`src/hdl/wac_pkg.sv`:
```
`default_nettype none
package wac_pkg;

  // field widths
  localparam int AddrW      = 48;
  localparam int SectW      = 3;
  localparam int KeyW       = AddrW + SectW;
  localparam int CntW       = 6;
  localparam int CfgW       = 4;

  // geometry
  localparam int SectorLog2 = 5;   // 32-byte sectors
  localparam int MaxUnique  = 32;
  localparam int IdxW       = $clog2(MaxUnique);

  // line size limits and reset value
  localparam logic [CfgW-1:0] LineLog2Min   = CfgW'(5);
  localparam logic [CfgW-1:0] LineLog2Max   = CfgW'(8);
  localparam logic [CfgW-1:0] LineLog2Reset = CfgW'(7);

  // controller to datapath
  typedef struct packed {
    logic load;     // capture the accepted request
    logic rd;       // read the table entry at the scan index
    logic cmp;      // compare the read entry, advance the scan index on a miss
    logic fin;      // update the table and load the output register
  } cmd_t;

  // datapath to controller
  typedef struct packed {
    logic cnt_zero;   // table empty
    logic hit;        // read entry matches the key
    logic scan_last;  // scan index is the last stored entry
    logic out_busy;   // output register holds a result that is not taken
  } status_t;

endpackage
`default_nettype wire

```
`src/hdl/wac_ram.sv`:
```
`default_nettype none
module wac_ram #(
  parameter int Width = 8,
  parameter int Depth = 32
) (
  input  wire logic                     clk_i,
  input  wire logic                     we_i,
  input  wire logic [$clog2(Depth)-1:0] waddr_i,
  input  wire logic [Width-1:0]         wdata_i,
  input  wire logic                     re_i,
  input  wire logic [$clog2(Depth)-1:0] raddr_i,
  output logic      [Width-1:0]         rdata_o
);

  logic [Width-1:0] mem_q [Depth];

  always_ff @(posedge clk_i) begin
    if (we_i) begin
      mem_q[waddr_i] <= wdata_i;
    end
    if (re_i) begin
      rdata_o <= mem_q[raddr_i];
    end
  end

endmodule
`default_nettype wire

```
`src/hdl/wac_ctrl.sv`:
```
`default_nettype none
module wac_ctrl (
  input  wire logic             clk_i,
  input  wire logic             rst_ni,
  input  wire logic             in_valid_i,
  output logic                  in_ready_o,
  input  wire wac_pkg::status_t sts_i,
  output wac_pkg::cmd_t         cmd_o
);

  localparam logic [1:0] S_IDLE = 2'd0;
  localparam logic [1:0] S_READ = 2'd1;
  localparam logic [1:0] S_CMP  = 2'd2;
  localparam logic [1:0] S_FIN  = 2'd3;

  logic [1:0] state_q, state_d;

  always_comb begin
    state_d    = state_q;
    cmd_o      = '0;
    in_ready_o = 1'b0;
    case (state_q)
      S_IDLE: begin
        in_ready_o = 1'b1;
        if (in_valid_i) begin
          cmd_o.load = 1'b1;
          state_d    = sts_i.cnt_zero ? S_FIN : S_READ;
        end
      end
      S_READ: begin
        cmd_o.rd = 1'b1;
        state_d  = S_CMP;
      end
      S_CMP: begin
        cmd_o.cmp = 1'b1;
        if (sts_i.hit || sts_i.scan_last) begin
          state_d = S_FIN;
        end else begin
          state_d = S_READ;
        end
      end
      S_FIN: begin
        if (!sts_i.out_busy) begin
          cmd_o.fin = 1'b1;
          state_d   = S_IDLE;
        end
      end
      default: begin
        state_d = S_IDLE;
      end
    endcase
  end

  always_ff @(posedge clk_i or negedge rst_ni) begin
    if (!rst_ni) begin
      state_q <= S_IDLE;
    end else begin
      state_q <= state_d;
    end
  end

endmodule
`default_nettype wire

```
`src/hdl/wac_dp.sv`:
```
`default_nettype none
module wac_dp (
  input  wire logic                       clk_i,
  input  wire logic                       rst_ni,
  input  wire logic                       cfg_valid_i,
  input  wire logic [wac_pkg::CfgW-1:0]   cfg_line_size_log2_i,
  input  wire logic [wac_pkg::AddrW-1:0]  thread_address_i,
  input  wire logic                       last_address_i,
  input  wire wac_pkg::cmd_t              cmd_i,
  output wac_pkg::status_t                sts_o,
  output logic                            out_valid_o,
  input  wire logic                       out_ready_i,
  output logic [wac_pkg::AddrW-1:0]       line_address_o,
  output logic [wac_pkg::SectW-1:0]       sector_index_o,
  output logic                            is_new_request_o,
  output logic [wac_pkg::CntW-1:0]        request_count_o,
  output logic                            table_full_o,
  output logic                            access_done_o
);

  logic [wac_pkg::CfgW-1:0]  line_log2_q;
  logic [wac_pkg::CfgW-1:0]  eff_log2;
  logic [wac_pkg::AddrW-1:0] line_d;
  logic [wac_pkg::SectW-1:0] sect_d;

  logic [wac_pkg::AddrW-1:0] line_q;
  logic [wac_pkg::SectW-1:0] sect_q;
  logic                      last_q;
  logic                      found_q;
  logic [wac_pkg::IdxW-1:0]  idx_q;
  logic [wac_pkg::CntW-1:0]  cnt_q;
  logic                      out_valid_q;

  logic [wac_pkg::KeyW-1:0]  key;
  logic [wac_pkg::KeyW-1:0]  rdata;
  logic                      room;
  logic                      store;
  logic [wac_pkg::CntW-1:0]  cnt_next;

  // line size register, clamped to the supported range
  always_ff @(posedge clk_i or negedge rst_ni) begin
    if (!rst_ni) begin
      line_log2_q <= wac_pkg::LineLog2Reset;
    end else if (cfg_valid_i) begin
      line_log2_q <= cfg_line_size_log2_i;
    end
  end

  always_comb begin
    if (line_log2_q < wac_pkg::LineLog2Min) begin
      eff_log2 = wac_pkg::LineLog2Min;
    end else if (line_log2_q > wac_pkg::LineLog2Max) begin
      eff_log2 = wac_pkg::LineLog2Max;
    end else begin
      eff_log2 = line_log2_q;
    end
  end

  // split the address into line and sector
  always_comb begin
    for (int i = 0; i < wac_pkg::AddrW; i++) begin
      line_d[i] = thread_address_i[i] & (i >= int'(eff_log2));
    end
    for (int b = 0; b < wac_pkg::SectW; b++) begin
      sect_d[b] = thread_address_i[wac_pkg::SectorLog2 + b]
                  & ((wac_pkg::SectorLog2 + b) < int'(eff_log2));
    end
  end

  assign key      = {sect_q, line_q};
  assign room     = cnt_q < wac_pkg::CntW'(wac_pkg::MaxUnique);
  assign store    = cmd_i.fin && !found_q && room;
  assign cnt_next = (!found_q && room) ? cnt_q + 1'b1 : cnt_q;

  wac_ram #(
    .Width (wac_pkg::KeyW),
    .Depth (wac_pkg::MaxUnique)
  ) u_table (
    .clk_i   (clk_i),
    .we_i    (store),
    .waddr_i (cnt_q[wac_pkg::IdxW-1:0]),
    .wdata_i (key),
    .re_i    (cmd_i.rd),
    .raddr_i (idx_q),
    .rdata_o (rdata)
  );

  // request capture and scan
  always_ff @(posedge clk_i) begin
    if (cmd_i.load) begin
      line_q <= line_d;
      sect_q <= sect_d;
      last_q <= last_address_i;
    end
  end

  always_ff @(posedge clk_i or negedge rst_ni) begin
    if (!rst_ni) begin
      idx_q   <= '0;
      found_q <= 1'b0;
      cnt_q   <= '0;
    end else begin
      if (cmd_i.load) begin
        idx_q   <= '0;
        found_q <= 1'b0;
      end else if (cmd_i.cmp) begin
        if (rdata == key) begin
          found_q <= 1'b1;
        end else begin
          idx_q <= idx_q + 1'b1;
        end
      end
      if (cmd_i.fin) begin
        cnt_q <= last_q ? '0 : cnt_next;
      end
    end
  end

  // output register
  always_ff @(posedge clk_i or negedge rst_ni) begin
    if (!rst_ni) begin
      out_valid_q <= 1'b0;
    end else if (cmd_i.fin) begin
      out_valid_q <= 1'b1;
    end else if (out_ready_i) begin
      out_valid_q <= 1'b0;
    end
  end

  always_ff @(posedge clk_i) begin
    if (cmd_i.fin) begin
      line_address_o   <= line_q;
      sector_index_o   <= sect_q;
      is_new_request_o <= !found_q;
      request_count_o  <= cnt_next;
      table_full_o     <= !found_q && !room;
      access_done_o    <= last_q;
    end
  end

  assign out_valid_o     = out_valid_q;
  assign sts_o.cnt_zero  = cnt_q == '0;
  assign sts_o.hit       = rdata == key;
  assign sts_o.scan_last = ({1'b0, idx_q} + 1'b1) == cnt_q;
  assign sts_o.out_busy  = out_valid_q && !out_ready_i;

endmodule
`default_nettype wire

```
`src/hdl/warp_address_coalescer.sv`:
```
// warp address coalescer, sector granularity
//
// request channel: in_valid_i / in_ready_o carry one thread byte address and
// a flag on the last address of a warp access. each request gives exactly one
// result on the out_valid_o / out_ready_i channel: the line-aligned address,
// the sector index, whether the (line, sector) pair is new in this access, the
// running count of distinct pairs, a full flag and the access-done flag.
// config channel: cfg_valid_i writes the line size log2 (always ready); write
// it only while no request is in flight.
// the pair table is a memory with a single read port; each stored pair that is
// scanned is first read, then compared, and the scan stops at a hit or at the
// last stored pair. a request with an empty table goes straight to finish.
// throughput: one request at a time, the next is taken as soon as the
// controller is back in idle, also while the previous result still waits.
// receiver stall: the result sits in the output register; the controller holds
// the next result until the register is free, and takes no requests meanwhile.
// reset: table empty, line size log2 = 7, no result pending; the memory itself
// needs no clearing since only entries below the fill count are ever read.
`default_nettype none
module warp_address_coalescer (
  input  wire logic                      clk_i,
  input  wire logic                      rst_ni,
  // config write
  input  wire logic                      cfg_valid_i,
  output logic                           cfg_ready_o,
  input  wire logic [wac_pkg::CfgW-1:0]  cfg_line_size_log2_i,
  // request
  input  wire logic                      in_valid_i,
  output logic                           in_ready_o,
  input  wire logic [wac_pkg::AddrW-1:0] thread_address_i,
  input  wire logic                      last_address_i,
  // result
  output logic                           out_valid_o,
  input  wire logic                      out_ready_i,
  output logic [wac_pkg::AddrW-1:0]      line_address_o,
  output logic [wac_pkg::SectW-1:0]      sector_index_o,
  output logic                           is_new_request_o,
  output logic [wac_pkg::CntW-1:0]       request_count_o,
  output logic                           table_full_o,
  output logic                           access_done_o
);

  wac_pkg::cmd_t    cmd;
  wac_pkg::status_t sts;

  // the config register takes a write in any cycle
  assign cfg_ready_o = 1'b1;

  // sequencer: idle -> (read -> compare)* -> finish
  wac_ctrl u_ctrl (
    .clk_i      (clk_i),
    .rst_ni     (rst_ni),
    .in_valid_i (in_valid_i),
    .in_ready_o (in_ready_o),
    .sts_i      (sts),
    .cmd_o      (cmd)
  );

  // address split, pair table, fill count and output register
  wac_dp u_dp (
    .clk_i                (clk_i),
    .rst_ni               (rst_ni),
    .cfg_valid_i          (cfg_valid_i),
    .cfg_line_size_log2_i (cfg_line_size_log2_i),
    .thread_address_i     (thread_address_i),
    .last_address_i       (last_address_i),
    .cmd_i                (cmd),
    .sts_o                (sts),
    .out_valid_o          (out_valid_o),
    .out_ready_i          (out_ready_i),
    .line_address_o       (line_address_o),
    .sector_index_o       (sector_index_o),
    .is_new_request_o     (is_new_request_o),
    .request_count_o      (request_count_o),
    .table_full_o         (table_full_o),
    .access_done_o        (access_done_o)
  );

endmodule
`default_nettype wire
```
`config.mk`:
```
export PLATFORM = sky130hd
export DESIGN_NAME = warp_address_coalescer
export DESIGN_NICKNAME = d
export VERILOG_FILES = /design/src/hdl/wac_pkg.sv /design/src/hdl/wac_ram.sv /design/src/hdl/wac_ctrl.sv /design/src/hdl/wac_dp.sv /design/src/hdl/warp_address_coalescer.sv
export SDC_FILE = /design/constraint.sdc
export NUM_CORES = 2
export LEC_CHECK = 0
export BUFFER_PORTS_ARGS = -buffer_cell sky130_fd_sc_hd__buf_2
export CORE_ASPECT_RATIO = 1.1
export CORE_UTILIZATION = 40
export DETAILED_ROUTE_END_ITERATION = 8
export PLACE_DENSITY = 0.67
export SLEW_MARGIN = 20
export SYNTH_ARGS = -nofsm -noshare
export SYNTH_HDL_FRONTEND = slang
export SYNTH_HIERARCHICAL = 1
export SYNTH_SLANG_ARGS = --single-unit
```
`constraint.sdc`:
```
create_clock -name clk_i -period 4.87 [get_ports clk_i]
set_input_delay 1.461 -clock clk_i [delete_from_list [all_inputs] [get_ports clk_i]]
set_output_delay 1.461 -clock clk_i [all_outputs]
set_load 0.01 [all_outputs]
```
# Word-level counts from Yosys, hierarchy flattened

Memory sizes are Yosys's and may differ from the RTL's. A register that Yosys moved wholly into a read port is not among the register bits.
Index checks and enable logic that the tools add are counted.

Add/subtract/negate cells: 3
Multipliers: 0
Div/mod/pow operators: 0
Magnitude comparators: 21
Equality and inequality tests: 8
Shift-type cells: 0
Mux-type cells: 26
Bitwise gates (word level): 18
Reductions and logical operators: 17

Operators with widths:

| operator              | number |
|---|---|
| $eq A51 B51 Y1        | 1 |
| $ge A4 B4 Y1 const A  | 7 |
| $and A1 B1 Y1         | 18 |
| $ge A3 B4 Y1 const A  | 4 |
| $mux W5               | 3 |
| $mux W1               | 14 |
| $lt A3 B4 Y1 const A  | 3 |
| $mux W6               | 2 |
| $ge A1 B4 Y1 const A  | 2 |
| $ge A2 B4 Y1 const A  | 2 |
| $mux W2               | 4 |
| $mux W4               | 2 |
| $pmux W2 S4           | 1 |
| $add A5 B1 Y6 const B | 1 |
| $add A6 B1 Y6 const B | 1 |
| $eq A6 B6 Y1          | 1 |
| $logic_not A6 Y1      | 1 |
| $lt A6 B6 Y1 const B  | 1 |
| $ne A2 B2 Y1 const B  | 3 |
| $reduce_and A2 Y1     | 3 |
| $reduce_bool A2 Y1    | 3 |
| $add A5 B1 Y5 const B | 1 |
| $logic_and A1 B1 Y1   | 5 |
| $eq A2 B2 Y1 const B  | 2 |
| 6 further kinds       | 8 |

Register bits: 131
Latch bits: 0
RAM bits: 1,632
Memory bits (read-only): 0
Memories: 1

Memories:

| memory             | words | width | read ports | clocked after Yosys merged registers in | write ports | line          | source |
|---|---|---|---|---|---|---|---|
| u_dp.u_table.mem_q | 32    | 51    | 1          | 1                                       | 1           | wac_ram.sv:15 | `logic [Width-1:0] mem_q [Depth];` |

# Longest topological paths before layout

Depth after elaboration: 8
Mapped depth: 8
Gate-level depth less buffers: 8

# Cells and area by module

The synthesis kept the hierarchy.

Modules (own cells, without submodules):

| module                 | instances | cells an instance | area each (µm²) |
|---|---|---|---|
| wac_ram                | 1         | 3,574             | 65,053.6 |
| wac_dp                 | 1         | 295               | 4,969.8 |
| wac_ctrl               | 1         | 13                | 123.9 |
| warp_address_coalescer | 1         | 2                 | 11.3 |

# Worst setup path before layout

No wires, ideal clock.

Path type: input to register
Start point: input out_ready_i
End point: memory u_dp/u_table/mem_q[28][0] (netlist name), enable pin
Library setup time: 0.460 ns
Arrival time: 5.371 ns
Setup slack: -0.961 ns
Stages: 6
Buffers on the path: 1
Path through: nor2b_1 and3b_4 and2_1 or3b_2 clkbuf_1 nor2_1

RTL lines:

| what            | line                         | source |
|---|---|---|
| start, declared | warp_address_coalescer.sv:34 | `input wire logic out_ready_i,` |
| end, declared   | wac_ram.sv:15                |  |

# Worst setup path after layout

Start point: register u_dp/line_q[0] (netlist name)
End point: register u_dp/idx_q[1] (netlist name)

Word-level cells in the longest chain between the ends: 3

Ends and longest elaborated chain:

| what                               | line          | source |
|---|---|---|
| start, declared                    | wac_dp.sv:26  | `logic [wac_pkg::AddrW-1:0] line_q;` |
| start signal, assigned             | wac_dp.sv:91  | `line_q <= line_d;` |
| $eq A51 B51 Y1                     | wac_dp.sv:107 | `if (rdata == key) begin` |
| $ne A2 B2 Y1 (no source line)      | -             |  |
| $reduce_and A2 Y1 (no source line) | -             |  |
| end signal, assigned               | wac_dp.sv:110 | `idx_q <= idx_q + 1'b1;` |
| end, declared                      | wac_dp.sv:30  | `logic [wac_pkg::IdxW-1:0] idx_q;` |

Every way passes these cells.
A chain may end at the register's enable or synchronous reset.

==> flow_summary.toml <==
[run_status]
status = "finished clean"

[floorplanning]
fp.dieH_um = 441
dieArea_um2 = 177000
coreArea_um2 = 174000
die_x_um = 401
initial_core_util = 0.404
ios = 121
rows = 160

[detailed_routing]
drt-vias-per-instance = 5.47
drtIter0Drc = 3294
drtAntennaViolNets = 0
wl_per_cell_um = 25.0
vias = 35811
drc = 0
first_pass_iters = 6
drt_wl_total_um = 163000

[sta]
worst_slack_ps = 1630
relSlewSlack = 0.276
period_needed_ps = 3240
finalHoldViolCount = 0
skew_ps = 29.4
rsz0062_at_grt = "false"
fin_crit_sh = 0.666
drv_slew = 0
fmax_mhz = 308
setup_viol = 0
tightest_slew_ps = 1090

[setup_path]
worstPathMaxFanout = 34
reg2reg_depth = 6
regToRegEndpoint = "u_dp/idx_q[1]"
required_ps = 5530
cp-end-kind = "flip-flop"
path_cells = "xor2_1, nor4_1, nand4_1, o41ai_4, mux2i_1, nor2_1"
regToRegSetupSlack_ps = 1630
crit_path_start = "u_dp/line_q[0]"
r2r_start = "u_dp/line_q[0]"
slowest_delay_ps = 1060
worstPathArrival_ps = 3900
crit_end = "u_dp/idx_q[1]"
crit_slowest_cell = "edfxtp_1"
worstSetupPathType = "reg -> reg"
start_kind = "flip-flop"

[clock_tree]
cts_max_path_buffers = 3
cts.hold.buffers_added = 0
htree_levels = 4
post_cts_resized = 0
cts_num_sinks = 1814
cts_setup_buffers = 0
cts-root-buf = "clkbuf_16"
cts_tree = "built"
clk_pin_slew_worst_paths_ps = 60
insertion_delay_ps = 810
cts_inserted_buffers = 178

[logic_synthesis]
synth_top_family_by_area = "multiplexers"
ys_seq_area_frac = 0.775
synth-edff-count = 1795
syn_inst = 3884
async_flop_share = 0.0105
yosysTopAreaCell = "edfxtp_1"
ys_ff_latch = 1814
synthTopCellsByCount = "edfxtp_1 (1795), mux2i_1 (817), a21oi_1 (160), nand3_1 (160), nand2_1 (159)"
ys_types = 47
yosysMostFrequentCell = "edfxtp_1"
synthMuxAreaShare = 0.117
yosys_warnings = 6
synthXorXnorAreaFrac = 0.00786
synthSimpleGateAreaFrac = 0.0318
synth_area_leaders = "edfxtp_1 (77%), mux2i_1 (12%), a22oi_1 (1.6%)"
synth_top_area_frac = 0.768
syn_avg_cell_area_um2 = 18.1
ys.flop_type = "edfxtp_1"
syn_area_um2 = 70200
synth_fa_ha_area_frac = 0.000535
synth_compound_area_frac = 0.0470

[power_and_ir_drop]
p_per_area_nw_per_um2 = 542
worst_ir_drop_vdd_v = 0.000405
total_power_mw = 43.3
power_frac_seq = 0.446
p_leak_nw = 26.7
internal_power_mw = 30.3
p_clk_frac = 0.311
comb_power_share = 0.243
net-switching-power_mw = 13.0
p_sw_frac = 0.300

[global_route]
grt_pass1_vias = 35390
track_usage = 0.182
grt_max_degree = 94
grt_pass1_wl_um = 237000
antenna_found_initial = 4
grt_overflow = 0

[cells_and_area]
fillers = 14379
area_growth_pct = 13.9
drive_gt1_frac = 0.136
multiInputGateArea_um2 = 14700
fin_nets = 4189
seq_area_um2 = 54400

[placement]
dp_worst_setup_slack_ps = 834
dpl.hpwl_um = 87600
io_buffers = 114
gp_congestion = 0.785

[worst_hold_path]
hp-class = "reg -> reg"

[flow_run]
maxCapViolCount = 0
[power groups by stage]
stage / registers [mW] / clock network (mW) / logic [mW]
floorplan: 19.8 / 0 / 7.03
global placement: 19.6 / 0 / 10.4
detailed placement: 19.6 / 0 / 10.6
CTS: 19.3 / 13.7 / 10.6
global route: 19.4 / 14.2 / 11.2
finish: 19.3 / 13.5 / 10.5
[kinds of logic after synthesis]
| kind of cell | Yosys count |
|---|---|
| compound gates | 485 |
| xor+xnor | 63 |
| fa+ha+maj | 3 |
| buf+inv | 221 |
| flops | 1814 |
| mux | 821 |
| other cells | 2 |
| simple gates | 475 |
[through the flow]
stage	area [um^2]	hold slack (ps)	util	setup TNS, ps	instances
floorplan	70200	460	-	-772060	3888
global placement	74200	432	0.427	0	6216
detailed placement	74200	441	0.427	0	6216
CTS	79900	458	0.460	0	6541
global route	79900	472	0.460	0	6542
finish	79900	452	0.460	0	6545
[layer usage]
layer,share of wire,global-route usage,up-vias
met5,0.00020,0,-
met3,0.068,0.0295,222
met2,0.48,0.303,1180
met4,0.021,0.0489,6
met1,0.43,0.250,18504
li1,-,-,15899
[worst max-delay path: cells and delay by family (launching register included)]
family          cells  cell delay, ps
flops               1            1060
simple gates        3             820
compound gates      1             720
mux                 1             260
xor+xnor            1             230
[how the worst min path moves through the flow]
stage	start	end	slack [ps]	depth (start not counted)
floorplan	u_dp/last_q	u_dp/access_done_o	460	0
global placement	u_dp/line_q[37]	u_dp/line_address_o[37]	430	0
detailed placement	u_dp/line_q[35]	u_dp/line_address_o[35]	440	0
CTS	u_dp/line_q[35]	u_dp/line_address_o[35]	460	0
global route	u_dp/line_q[37]	u_dp/line_address_o[37]	470	0
finish	u_dp/line_q[35]	u_dp/line_address_o[35]	450	0
[registers in the layout, indices dropped and copies added, names as in the netlist]
name / flops
u_dp/idx_q: 5
u_dp/sect_q: 3
u_dp/u_table/mem_q: 1632
u_dp/line_q: 48
u_dp/line_log2_q: 4
u_dp/out_valid_o: 1
u_dp/found_q: 1
u_dp/access_done_o: 1
u_ctrl/state_q: 2
u_dp/request_count_o: 6
u_dp/cnt_q: 6
u_dp/sector_index_o: 3
u_dp/u_table/rdata_o: 51
u_dp/is_new_request_o: 1
u_dp/line_address_o: 48
u_dp/last_q: 1
u_dp/table_full_o: 1
[placed cells by master, fill, tap and decap left out, drive strengths merged, types with 13 or more instances in the layout]
| master | Yosys | final |
|---|---|---|
| edfxtp | 1795 | 1795 |
| mux2i | 817 | 817 |
| buf | 173 | 274 |
| clkbuf | 41 | 218 |
| nand3 | 160 | 160 |
| a21oi | 160 | 160 |
| nand2 | 159 | 159 |
| a22oi | 153 | 153 |
| a22o | 103 | 103 |
| clkinv | 0 | 72 |
| nor3 | 55 | 55 |
| xor2 | 53 | 53 |
| a31oi | 52 | 52 |
| nor2 | 45 | 45 |
| inv | 7 | 20 |
| bufinv | 0 | 17 |
| dfrtp | 16 | 16 |
| nor4 | 13 | 13 |
[final cells by class]
class,count,share of cell area
sequential,1814,0.681
multi-input combinational,1853,0.184
clock buffer,218,0.0582
tap,2268,0.0355
timing repair buffer,274,0.0284
clock inverter,107,0.0130
inverter,7,0.000329
antenna,4,0.000125
Note: power is estimated with default switching activity, not from simulation.
